## config.mk

```make
export PLATFORM = sky130hd
export DESIGN_NAME = mwo_mul
export DESIGN_NICKNAME = d
export VERILOG_FILES = /design/src/hw/rtl/mwo_pkg.sv /design/src/hw/rtl/mwo_mul.sv
export SDC_FILE = /design/constraint.sdc
export NUM_CORES = 2
export LEC_CHECK = 0
export CAP_MARGIN = 25
export CORE_ASPECT_RATIO = 1.2
export CORE_MARGIN = 3
export CORE_UTILIZATION = 50
export CTS_BUF_LIST = sky130_fd_sc_hd__clkbuf_8 sky130_fd_sc_hd__clkbuf_16
export DETAILED_ROUTE_END_ITERATION = 12
export DONT_BUFFER_PORTS = 1
export PLACE_DENSITY = 0.62
export SYNTH_ARGS = -nofsm -noshare
export SYNTH_HDL_FRONTEND = slang
export SYNTH_SLANG_ARGS = --single-unit
```

## constraint.sdc

```tcl
create_clock -name clk -period 28.1 [get_ports clk]
set_clock_uncertainty 0.2 [all_clocks]
set_input_delay 5.62 -clock clk [delete_from_list [all_inputs] [get_ports clk]]
set_output_delay 5.62 -clock clk [all_outputs]
set_load 0.02 [all_outputs]
```

## src/hw/rtl/mwo_pkg.sv

```systemverilog
// Shared constants, types and helper functions of the morphing wavetable oscillator.
// Used by every module under hw/rtl; depends on nothing else.
package mwo_pkg;

  localparam int VOICES         = 8;
  localparam int VOICE_BITS     = 3;
  localparam int TABLE_BITS     = 10;
  localparam int TABLE_POINTS   = 1 << TABLE_BITS;
  localparam int QUARTER        = TABLE_POINTS / 4;
  localparam int SINE_DEPTH     = QUARTER + 1;
  localparam int SINE_ADDR_BITS = TABLE_BITS - 1;
  localparam int SINE_SHIFT     = 32 - TABLE_BITS;
  localparam int TRI_SCALE      = 131072 / TABLE_POINTS;
  localparam int SAW_SCALE      = 65536 / TABLE_POINTS;
  localparam int MUL_W          = 33;
  localparam int PROD_W         = 2 * MUL_W;
  localparam int MAG_W          = 15;

  localparam logic [31:0] STEP_RESET = 32'd24932051;

  // Odd polynomial for a quarter turn of sine, Q30.
  localparam logic signed [31:0] SIN_A1 = 32'sd1686629713;
  localparam logic signed [31:0] SIN_A3 = 32'sd693598668;
  localparam logic signed [31:0] SIN_A5 = 32'sd85569306;
  localparam logic signed [31:0] SIN_A7 = 32'sd5026996;
  localparam logic signed [31:0] SIN_A9 = 32'sd172272;

  localparam logic [1:0] WAVE_SINE   = 2'd0;
  localparam logic [1:0] WAVE_TRI    = 2'd1;
  localparam logic [1:0] WAVE_SQUARE = 2'd2;
  localparam logic [1:0] WAVE_SAW    = 2'd3;

  localparam logic REG_SHAPE_MORPH = 1'b0;
  localparam logic REG_PHASE_STEP  = 1'b1;

  typedef struct packed {
    logic                      wr_en;
    logic [SINE_ADDR_BITS-1:0] wr_addr;
    logic [MAG_W-1:0]          wr_data;
    logic [SINE_ADDR_BITS-1:0] rd_addr;
  } sine_ctrl_t;

  function automatic logic signed [15:0] sat16(input logic signed [18:0] v);
    if (v > 19'sd32767) begin
      return 16'sh7FFF;
    end
    if (v < -19'sd32768) begin
      return 16'sh8000;
    end
    return v[15:0];
  endfunction

  // Table value of one waveform at one index; the sine magnitude comes from memory.
  function automatic logic signed [15:0] shape_value(input logic [1:0] wave,
                                                     input logic [TABLE_BITS-1:0] idx,
                                                     input logic [MAG_W-1:0] sine_mag);
    logic signed [18:0] pos;
    logic signed [18:0] v;
    pos = signed'(19'(idx));
    case (wave)
      WAVE_SINE: begin
        v = idx[TABLE_BITS-1] ? -signed'(19'(sine_mag)) : signed'(19'(sine_mag));
      end
      WAVE_TRI: begin
        if (pos < QUARTER) begin
          v = 19'(pos * TRI_SCALE);
        end else if (pos < 3 * QUARTER) begin
          v = 19'((2 * QUARTER - pos) * TRI_SCALE);
        end else begin
          v = 19'((pos - TABLE_POINTS) * TRI_SCALE);
        end
      end
      WAVE_SQUARE: begin
        v = idx[TABLE_BITS-1] ? -19'sd32768 : 19'sd32767;
      end
      WAVE_SAW: begin
        v = 19'((2 * QUARTER - pos) * SAW_SCALE);
      end
      default: begin
        v = '0;
      end
    endcase
    return sat16(v);
  endfunction

  // Product divided by 2^30, truncated toward zero.
  function automatic logic signed [35:0] q30_trunc(input logic signed [PROD_W-1:0] p);
    logic signed [35:0] q;
    q = p[PROD_W-1:30];
    if (p[PROD_W-1] && (p[29:0] != '0)) begin
      q = q + 36'sd1;
    end
    return q;
  endfunction

  // Q30 sine value to a Q15 magnitude, rounded half up and clamped.
  function automatic logic [MAG_W-1:0] sine_round(input logic signed [35:0] s);
    logic [35:0] r;
    if (s[35]) begin
      return '0;
    end
    r = (36'(s) + 36'd16384) >> 15;
    if (r > 36'd32767) begin
      return 15'h7FFF;
    end
    return r[MAG_W-1:0];
  endfunction

  function automatic logic signed [31:0] horner_coef(input logic [2:0] step);
    case (step)
      3'd1:    return -SIN_A7;
      3'd2:    return SIN_A5;
      3'd3:    return -SIN_A3;
      3'd4:    return SIN_A1;
      default: return '0;
    endcase
  endfunction

endpackage

```

## src/hw/rtl/mwo_mul.sv

```systemverilog
// Shared signed multiplier with a registered product.
// Depends on mwo_pkg for operand widths.
module mwo_mul
  import mwo_pkg::*;
(
  input  logic                     clk,
  input  logic signed [MUL_W-1:0]  a,
  input  logic signed [MUL_W-1:0]  b,
  output logic signed [PROD_W-1:0] prod
);

  always_ff @(posedge clk) begin
    prod <= a * b;
  end

endmodule

```

==> key figures <==
Routing
  – Drt drc: 0
  – WL/cell: 21.6 µm
  – Starting DRT DRC Count: 1386
  – Via density: 5.37
  – Final wirelength: 112 mm
  – First-pass DRT Iterations: 8
  – Routed via count: 27.8k
  – Routed Antenna Nets: 0

Global route
  – Vias in the first global route: 31.3k
  – Largest net degree at the start of global routing: 34
  – First-pass GRT wire length: 180 mm
  – Grt total ovfl: 0
  – Initial antenna violation count: 3
  – Global-route usage over all layers: 28.0%

Worst hold path
  – Hold endpoint: prod[0]
  – Hold Crit Class: in2reg
  – Hold Path Origin: b[0]
  – Worst Hold Depth: 1

STA
  – Slew HR: 36.0%
  – Slew Limit Fails: 0
  – Hold Violations, Final: 0
  – Post-route minimum period: 13.16 ns
  – Final clock period utilization by the worst path: 46.8%
  – RSZ-0062 raised after global routing: false
  – Setup Viol. Count Final: 0
  – Measured slew at the worst slew-check pin: 0.951 ns
  – Setup TNS: 0 ns
  – Fmax: 76.0 MHz

Logic synthesis
  – Area share of fa/ha/maj cells after synthesis: 62.9%
  – Top FF cell, synth: dfxtp_1
  – Post-synthesis xor/xnor area fraction: 1.46%
  – Largest family of logic cells by synthesized area: adder cells
  – Mapped cell area: 40700 µm²
  – Sequential fraction of the synthesis area: 3.24%
  – Mux contribution to synthesized area: 0%
  – Synth cell types: 80
  – Ys async rst share: 0%
  – Post-synthesis simple-gate area fraction: 15.8%
  – Synth warn: 0
  – FF+latch count, synth: 66
  – Syn_area_per_cell: 9.39 µm²
  – Synth Area in Compound Gates: 4.07%
  – Mapped Nets: 5767
  – Cells after Synth: 4338
  – Post-synth EDFFs: 0

Final layout
  – Most common cell after layout, fill and taps aside: fa_1
  – Top reg by flops: prod
  – Post-layout util: 51.5%
  – Leading registers by flop count: prod (66)
  – Commonest non-fill, non-tap cells in the layout: fa_1 (1145), inv_1 (1131), and2_1 (562), nand2_1 (551), ha_1 (217)
  – Area delta synth->final: 1.96%
  – Nets: 5562
  – Max reg flops: 66
  – Layout cells sized above 1: 1.40%

Clock network
  – CTS resizes: 0
  – H-Tree Depth: 3
  – CTS Buffer Depth: 2
  – CTS Buf Count: 9
  – Clk root buf: clkbuf_16
  – Post-CTS Repair Setup Buffers: 0
  – Clk slew on worst S/H paths: 0.08 ns
  – CTS Hold Bufs: 0
  – CTS tree: yes
  – Clock Sinks: 66

Floorplan
  – Chip width: 267 µm
  – # IOs: 133
  – Die height: 319 µm
  – Initial core utilization: 50.5%
  – FP Rows: 114
  – Core ar.: 80600 µm²
  – Die footprint: 84900 µm²

Critical path
  – Crit path largest cell delay: 0.90 ns
  – Crit path DAT: 13.26 ns
  – Worst-path cell chain: nand2_1 -> inv_1 -> fa_1 -> fa_1 -> fa_1 -> fa_1 -> buf_4 -> fa_1 -> fa_1 -> fa_1 -> inv_1 -> fa_1 -> inv_1 -> ha_1 -> and2_1 -> and3_1 -> nand4_1 -> nor4_1 -> a21oi_4 -> o31ai_2 -> xor2_1
  – Worst Setup End Kind: flop
  – Slowest stage cell, crit path: fa_1
  – CP startpoint kind: input port
  – Worst Path Required: 28.20 ns
  – Crit path kind: in2reg
  – Critical path fanouts, max: 33
  – Critical Path Source: b[0]
  – CP most frequent cell: fa_1

Outcome
  – Outcome: finished clean

Placed design
  – DP Wirelength: 92.8 mm
  – PortBufs: 0
  – Placer Congestion: 0.901

Job
  – Max Cap Viol: 0
-- cell usage after synthesis, types with 8 or more instances --
| cell | n | area, µm² |
|---|---|---|
| xnor2_1 | 43 | 377 |
| o21ai_0 | 25 | 125 |
| ha_1 | 217 | 2720 |
| inv_1 | 1131 | 4250 |
| a31oi_1 | 8 | 50.1 |
| a21o_1 | 36 | 270 |
| nor2_1 | 68 | 255 |
| clkbuf_1 | 208 | 781 |
| and2_1 | 562 | 3520 |
| xor2_1 | 25 | 219 |
| nand4_1 | 11 | 68.8 |
| a21oi_1 | 57 | 285 |
| nand2b_1 | 12 | 75.1 |
| nand3_1 | 25 | 125 |
| buf_2 | 11 | 55.1 |
| fa_1 | 1145 | 22900 |
| dfxtp_1 | 66 | 1320 |
| o21bai_1 | 11 | 82.6 |
| nand2_1 | 551 | 2070 |
-- per-stage QoR --
| step | cell area [µm²] | hold WS [ns] | cells | worst slack (ns) |
|---|---|---|---|---|
| 5_1_grt | 41500 | 5.18 | 5182 | 14.70 |
| 3_5_place_dp | 41200 | 5.59 | 5166 | 14.70 |
| 6_report | 41500 | 5.18 | 5183 | 14.94 |
| 2_1_floorplan | 40700 | 5.55 | 4338 | 15.04 |
| 4_1_cts | 41500 | 5.16 | 5182 | 15.06 |
| 3_3_place_gp | 41200 | 5.59 | 5166 | 14.64 |
-- kinds of logic after synthesis --
| logic type | count (synthesis) |
|---|---|
| XOR/XNOR | 68 |
| buffers and inverters | 1352 |
| adder cells (fa/ha/maj) | 1362 |
| AO/OA/AOI/OAI | 219 |
| AND/OR/NAND/NOR | 1271 |
| flip-flops | 66 |
-- critical path: cells and delay by family --
family / cells / cell delay (ns)
adder cells (fa/ha/maj): 9 / 4.93
AND/OR/NAND/NOR: 5 / 1.49
AO/OA/AOI/OAI: 2 / 0.57
XOR/XNOR: 1 / 0.17
buffers and inverters: 4 / 0.42
-- worst max path at each step --
stage	endpoint
floorplan	prod[62]
global placement	prod[63]
detailed placement	prod[63]
CTS	prod[59]
global route	prod[59]
finish	prod[59]
-- per-layer routing --
metal	up-vias	wire length (µm)	GRT usage (%)
met4	0	8930	18.0
met1	14848	37700	30.8
met2	746	61000	51.0
met5	-	0	0
met3	301	4380	3.08
li1	11914	-	-
-- area by class of cell --
cell class,instances,area [µm²]
clock buffers,9,225
inverters,1131,4250
multi-input cells,2920,34300
fillers,7573,39100
well taps,1044,1310
flip-flops and latches,66,1320
clock inverters,7,77.6
diodes,1,2.50
repair buffers,5,37.5
Power is not shown: default switching activity piles up to over one toggle a cycle in this logic, so the estimate is an artifact.
