## config.mk

```make
export PLATFORM = sky130hd
export DESIGN_NAME = mwo_sine_mem
export DESIGN_NICKNAME = d
export VERILOG_FILES = /design/src/hw/rtl/mwo_pkg.sv /design/src/hw/rtl/mwo_sine_mem.sv
export SDC_FILE = /design/constraint.sdc
export NUM_CORES = 2
export LEC_CHECK = 0
export BUFFER_PORTS_ARGS = -buffer_cell sky130_fd_sc_hd__buf_2
export CAP_MARGIN = 25
export CORE_UTILIZATION = 36
export CTS_BUF_LIST = sky130_fd_sc_hd__clkbuf_16
export DETAILED_ROUTE_END_ITERATION = 8
export PLACE_DENSITY_LB_ADDON = 0.15
export SLEW_MARGIN = 20
export SYNTH_ARGS = -nofsm -noshare
export SYNTH_HDL_FRONTEND = slang
export SYNTH_SLANG_ARGS = --single-unit
export TNS_END_PERCENT = 5
```

## constraint.sdc

```tcl
create_clock -name clk -period 6 [get_ports clk]
set_input_delay 0.3 -clock clk [delete_from_list [all_inputs] [get_ports clk]]
set_output_delay 0.3 -clock clk [all_outputs]
set_load 0.005 [all_outputs]
```

## src/hw/rtl/mwo_pkg.sv

```systemverilog
// Shared constants, types and helper functions of the morphing wavetable oscillator.
// Used by every module under hw/rtl; depends on nothing else.
package mwo_pkg;

  localparam int VOICES         = 8;
  localparam int VOICE_BITS     = 3;
  localparam int TABLE_BITS     = 10;
  localparam int TABLE_POINTS   = 1 << TABLE_BITS;
  localparam int QUARTER        = TABLE_POINTS / 4;
  localparam int SINE_DEPTH     = QUARTER + 1;
  localparam int SINE_ADDR_BITS = TABLE_BITS - 1;
  localparam int SINE_SHIFT     = 32 - TABLE_BITS;
  localparam int TRI_SCALE      = 131072 / TABLE_POINTS;
  localparam int SAW_SCALE      = 65536 / TABLE_POINTS;
  localparam int MUL_W          = 33;
  localparam int PROD_W         = 2 * MUL_W;
  localparam int MAG_W          = 15;

  localparam logic [31:0] STEP_RESET = 32'd24932051;

  // Odd polynomial for a quarter turn of sine, Q30.
  localparam logic signed [31:0] SIN_A1 = 32'sd1686629713;
  localparam logic signed [31:0] SIN_A3 = 32'sd693598668;
  localparam logic signed [31:0] SIN_A5 = 32'sd85569306;
  localparam logic signed [31:0] SIN_A7 = 32'sd5026996;
  localparam logic signed [31:0] SIN_A9 = 32'sd172272;

  localparam logic [1:0] WAVE_SINE   = 2'd0;
  localparam logic [1:0] WAVE_TRI    = 2'd1;
  localparam logic [1:0] WAVE_SQUARE = 2'd2;
  localparam logic [1:0] WAVE_SAW    = 2'd3;

  localparam logic REG_SHAPE_MORPH = 1'b0;
  localparam logic REG_PHASE_STEP  = 1'b1;

  typedef struct packed {
    logic                      wr_en;
    logic [SINE_ADDR_BITS-1:0] wr_addr;
    logic [MAG_W-1:0]          wr_data;
    logic [SINE_ADDR_BITS-1:0] rd_addr;
  } sine_ctrl_t;

  function automatic logic signed [15:0] sat16(input logic signed [18:0] v);
    if (v > 19'sd32767) begin
      return 16'sh7FFF;
    end
    if (v < -19'sd32768) begin
      return 16'sh8000;
    end
    return v[15:0];
  endfunction

  // Table value of one waveform at one index; the sine magnitude comes from memory.
  function automatic logic signed [15:0] shape_value(input logic [1:0] wave,
                                                     input logic [TABLE_BITS-1:0] idx,
                                                     input logic [MAG_W-1:0] sine_mag);
    logic signed [18:0] pos;
    logic signed [18:0] v;
    pos = signed'(19'(idx));
    case (wave)
      WAVE_SINE: begin
        v = idx[TABLE_BITS-1] ? -signed'(19'(sine_mag)) : signed'(19'(sine_mag));
      end
      WAVE_TRI: begin
        if (pos < QUARTER) begin
          v = 19'(pos * TRI_SCALE);
        end else if (pos < 3 * QUARTER) begin
          v = 19'((2 * QUARTER - pos) * TRI_SCALE);
        end else begin
          v = 19'((pos - TABLE_POINTS) * TRI_SCALE);
        end
      end
      WAVE_SQUARE: begin
        v = idx[TABLE_BITS-1] ? -19'sd32768 : 19'sd32767;
      end
      WAVE_SAW: begin
        v = 19'((2 * QUARTER - pos) * SAW_SCALE);
      end
      default: begin
        v = '0;
      end
    endcase
    return sat16(v);
  endfunction

  // Product divided by 2^30, truncated toward zero.
  function automatic logic signed [35:0] q30_trunc(input logic signed [PROD_W-1:0] p);
    logic signed [35:0] q;
    q = p[PROD_W-1:30];
    if (p[PROD_W-1] && (p[29:0] != '0)) begin
      q = q + 36'sd1;
    end
    return q;
  endfunction

  // Q30 sine value to a Q15 magnitude, rounded half up and clamped.
  function automatic logic [MAG_W-1:0] sine_round(input logic signed [35:0] s);
    logic [35:0] r;
    if (s[35]) begin
      return '0;
    end
    r = (36'(s) + 36'd16384) >> 15;
    if (r > 36'd32767) begin
      return 15'h7FFF;
    end
    return r[MAG_W-1:0];
  endfunction

  function automatic logic signed [31:0] horner_coef(input logic [2:0] step);
    case (step)
      3'd1:    return -SIN_A7;
      3'd2:    return SIN_A5;
      3'd3:    return -SIN_A3;
      3'd4:    return SIN_A1;
      default: return '0;
    endcase
  endfunction

endpackage

```

## src/hw/rtl/mwo_sine_mem.sv

```systemverilog
// Quarter-wave sine magnitude memory, one write and one registered read port.
// Depends on mwo_pkg for its depth and the control struct.
module mwo_sine_mem
  import mwo_pkg::*;
(
  input  logic             clk,
  input  sine_ctrl_t       ctrl,
  output logic [MAG_W-1:0] rd_data
);

  logic [MAG_W-1:0] mem [SINE_DEPTH];

  always_ff @(posedge clk) begin
    if (ctrl.wr_en) begin
      mem[ctrl.wr_addr] <= ctrl.wr_data;
    end
    rd_data <= mem[ctrl.rd_addr];
  end

endmodule

```

==> flow_summary.yaml <==
setup_path:
  crit_path_max_incr_delay_ns: 0.93
  end_kind: "register"
  critPathRequiredTime_ns: 6.85
  critPathArrivalTime_ns: 4.65
  cp-start-kind: "primary input"
  r2r-start: "mem[20][1]"
  path_max_fanout: 64
  slowest_stage: "o31ai_1"
  cpMostUsedCell: "buf_12"
  r2r_end: "rd_data[1]"
  reg2regPathDepth: 6
  crit_type: "in2reg"
  worst-r2r-setup-slack_ns: 2.47
  cp_cell_sequence: "buf_12 -> buf_12 -> buf_4 -> mux4_2 -> nor2_1 -> nor3_1 -> o31ai_1 -> a41oi_1 -> o32a_1"
cts:
  cts_tree: "built"
  postCtsHoldBufs: 17
  cts-root-buf: "clkbuf_16"
  numCtsBuffers: 411
  clkSinkCount: 3870
  clk_latency_ns: 0.99
  cts.clk_slew.worst_paths_ns: 0.06
  clk_path_buf_depth: 4
  cts_resized: 0
  post_cts_buffers: 0
  htreeDepth: 5
placement:
  io_buffers: 49
  hpwl_um: 247000
  placed_cells: 12300
  place_congestion: 0.791
grt:
  grtUsageTotal: 0.201
  grt_max_degree: 186
  met1_usage: 0.292
  antenna_found_initial: 32
  grt_pass1_vias: 73600
  grtUsageMet2: 0.320
  use_met3: 0.0298
  grt.overflow.total: 0
  grt_pass1_wl_um: 590000
  grt-busiest-layer: "met2"
floorplan:
  ios: 50
  core_sq_um: 408000
  initial_utilization: 0.363
  die_x_um: 643
  die_h_um: 643
  die_area_sq_um: 413000
  rows: 234
synth:
  synth.ff_latch_count: 3870
  ys_types: 35
  yosys_warnings: 0
  syn_nets: 6897
  ys_seq_area_frac: 0.785
  syn_inst: 6862
  syn_area_sq_um: 148000
  avgSynthCellArea_sq_um: 21.5
status:
  outcome: "completed"
route:
  post_drt_wl_per_cell_um: 32.1
  drt-initial-drc-count: 7468
  routed_wl_um: 421000
  route.vias.total: 72100
  vias_per_cell: 5.50
  drt_first_pass_iters: 5
  detail-route-antenna-nets: 0
  drc_errors: 0
sta:
  fmax_ghz: 0.263
  final-setup-viol-count: 0
  finalHoldViolations: 0
  maxSlewHeadroom: 0.104
  tightestPinTransition_ns: 1.34
  min_period_ns: 3.80
  final-max-slew-violation-count: 0
  rsz0062_at_grt: "false"
  tns_ns: 0
  skew_ns: 0.0854
  fin_crit_sh: 0.633
final_layout:
  seq_area_sq_um: 116000
  drive_gt1_frac: 0.270
  multi_input_area_sq_um: 30100
  fillCellCount: 35600
  final_nets: 7373
  final_cells: 13100
  area_growth_pct: 15.3
hold_path:
  hold_depth: 4
  hold_path_startpoint: "ctrl[32]"
  whs_endpoint: "mem[0][2]"
  hp-class: "in2reg"
job:
  maxCapViolCount: 0
pwr:
  p_leak_nw: 53.3
  power.density_nw_per_um2: 337
  ir_drop_v: 0.000233
==> critical path, delay by kind of cell <==
| kind | cells | cell delay [ns] |
|---|---|---|
| buffers and inverters | 3 | 1.33 |
| AOI/OAI and AO/OA | 3 | 1.82 |
| muxes | 1 | 0.56 |
| and+or+nand+nor | 2 | 0.26 |
==> how the worst max path moves through the flow <==
stage | startpoint | end | slack (ns)
after global routing | ctrl[0] | rd_data[1] | 2.28
after detailed placement | ctrl[0] | rd_data[1] | 1.30
after CTS | ctrl[0] | rd_data[1] | 2.37
after global placement | ctrl[1] | rd_data[8] | 0.90
final | ctrl[0] | rd_data[1] | 2.20
after floorplan | ctrl[26] | mem[256][0] | 2.92
==> placed cells by master (no fill, tap or decap), types with 96 or more instances in the layout <==
cell	n
mux2i_1	150
nor2_1	290
clkinv_1	96
buf_4	352
mux2_2	120
a22oi_1	270
mux4_2	840
o22ai_1	120
edfxtp_1	3855
a21oi_1	165
nand2_1	233
clkbuf_16	416
==> logic make-up (layout without fill, tap and decap cells) <==
| family | count (synthesis) | after routing | share of synthesized area |
|---|---|---|---|
| buffers and inverters | 411 | 1224 | 0.0127 |
| DFF | 3870 | 3870 | 0.785 |
| muxes | 1110 | 1110 | 0.147 |
| and+or+nand+nor | 751 | 751 | 0.0214 |
| AOI/OAI and AO/OA | 720 | 720 | 0.0333 |
| other | 0 | 13 | 0 |
==> cells in the mapped netlist, drive strengths merged <==
library cell / instances / area [sq um]
a211oi: 60 / 450
and3: 3 / 18.8
nor3b: 5 / 37.5
and3b: 4 / 35.0
or2: 2 / 12.5
clkinv: 2 / 7.51
a41oi: 30 / 263
nor4b: 1 / 8.76
and2: 2 / 12.5
or3b: 1 / 8.76
nor2: 325 / 1220
o22ai: 120 / 751
inv: 1 / 3.75
nand2: 242 / 908
nand3: 41 / 205
nor2b: 12 / 75.1
mux2: 120 / 1350
nand3b: 1 / 7.51
mux2i: 150 / 1500
edfxtp: 3855 / 116000
clkbuf: 238 / 893
o32a: 15 / 150
and4: 2 / 17.5
nor3: 91 / 455
mux4: 840 / 18900
nand2b: 4 / 25.0
a21oi: 165 / 826
buf: 170 / 975
o31ai: 60 / 450
or4: 15 / 113
dfxtp: 15 / 300
a22oi: 270 / 2030
==> per-stage QoR <==
step	hold slack, ns	util	area (sq um)	power, W	setup slack [ns]
final	0.146	0.418	170000	0.0574	2.20
after global placement	0.498	0.385	157000	0.0331	0.905
after global routing	0.132	0.418	170000	0.0591	2.28
after floorplan	0.399	-	148000	0.0317	2.92
after CTS	0.0537	0.418	170000	0.0580	2.37
after detailed placement	0.475	0.385	157000	0.0331	1.30
==> layer usage <==
metal  vias to the layer above  part of all wire
met5                         -           0.00017
met2                      2244              0.47
met3                       523             0.059
met1                     39500              0.44
li1                      29900                 -
met4                        12             0.023
==> state kept, by name (all words and copies together), names as in the netlist <==
register / flops
mem: 3855
rd_data: 15
==> cell type report <==
type,count,share of cell area
Inverter,3,0.0000807
Tap cell,5428,0.0398
Clock inverter,334,0.0162
Sequential cell,3870,0.681
Antenna cell,13,0.000191
Clock buffer,416,0.0611
Timing Repair Buffer,471,0.0249
Multi-Input combinational cell,2581,0.177
==> power breakdown <==
part / switching [W] / internal [W] / total [W] / leakage, nW
Clock: 0.0106 / 0.0143 / 0.0249 / 6.78
Sequential: 0.0000320 / 0.0298 / 0.0298 / 34.8
Combinational: 0.00185 / 0.000862 / 0.00271 / 11.7
Total: 0.0125 / 0.0449 / 0.0574 / 53.3
No activity file was read; power rests on OpenSTA's default activity.
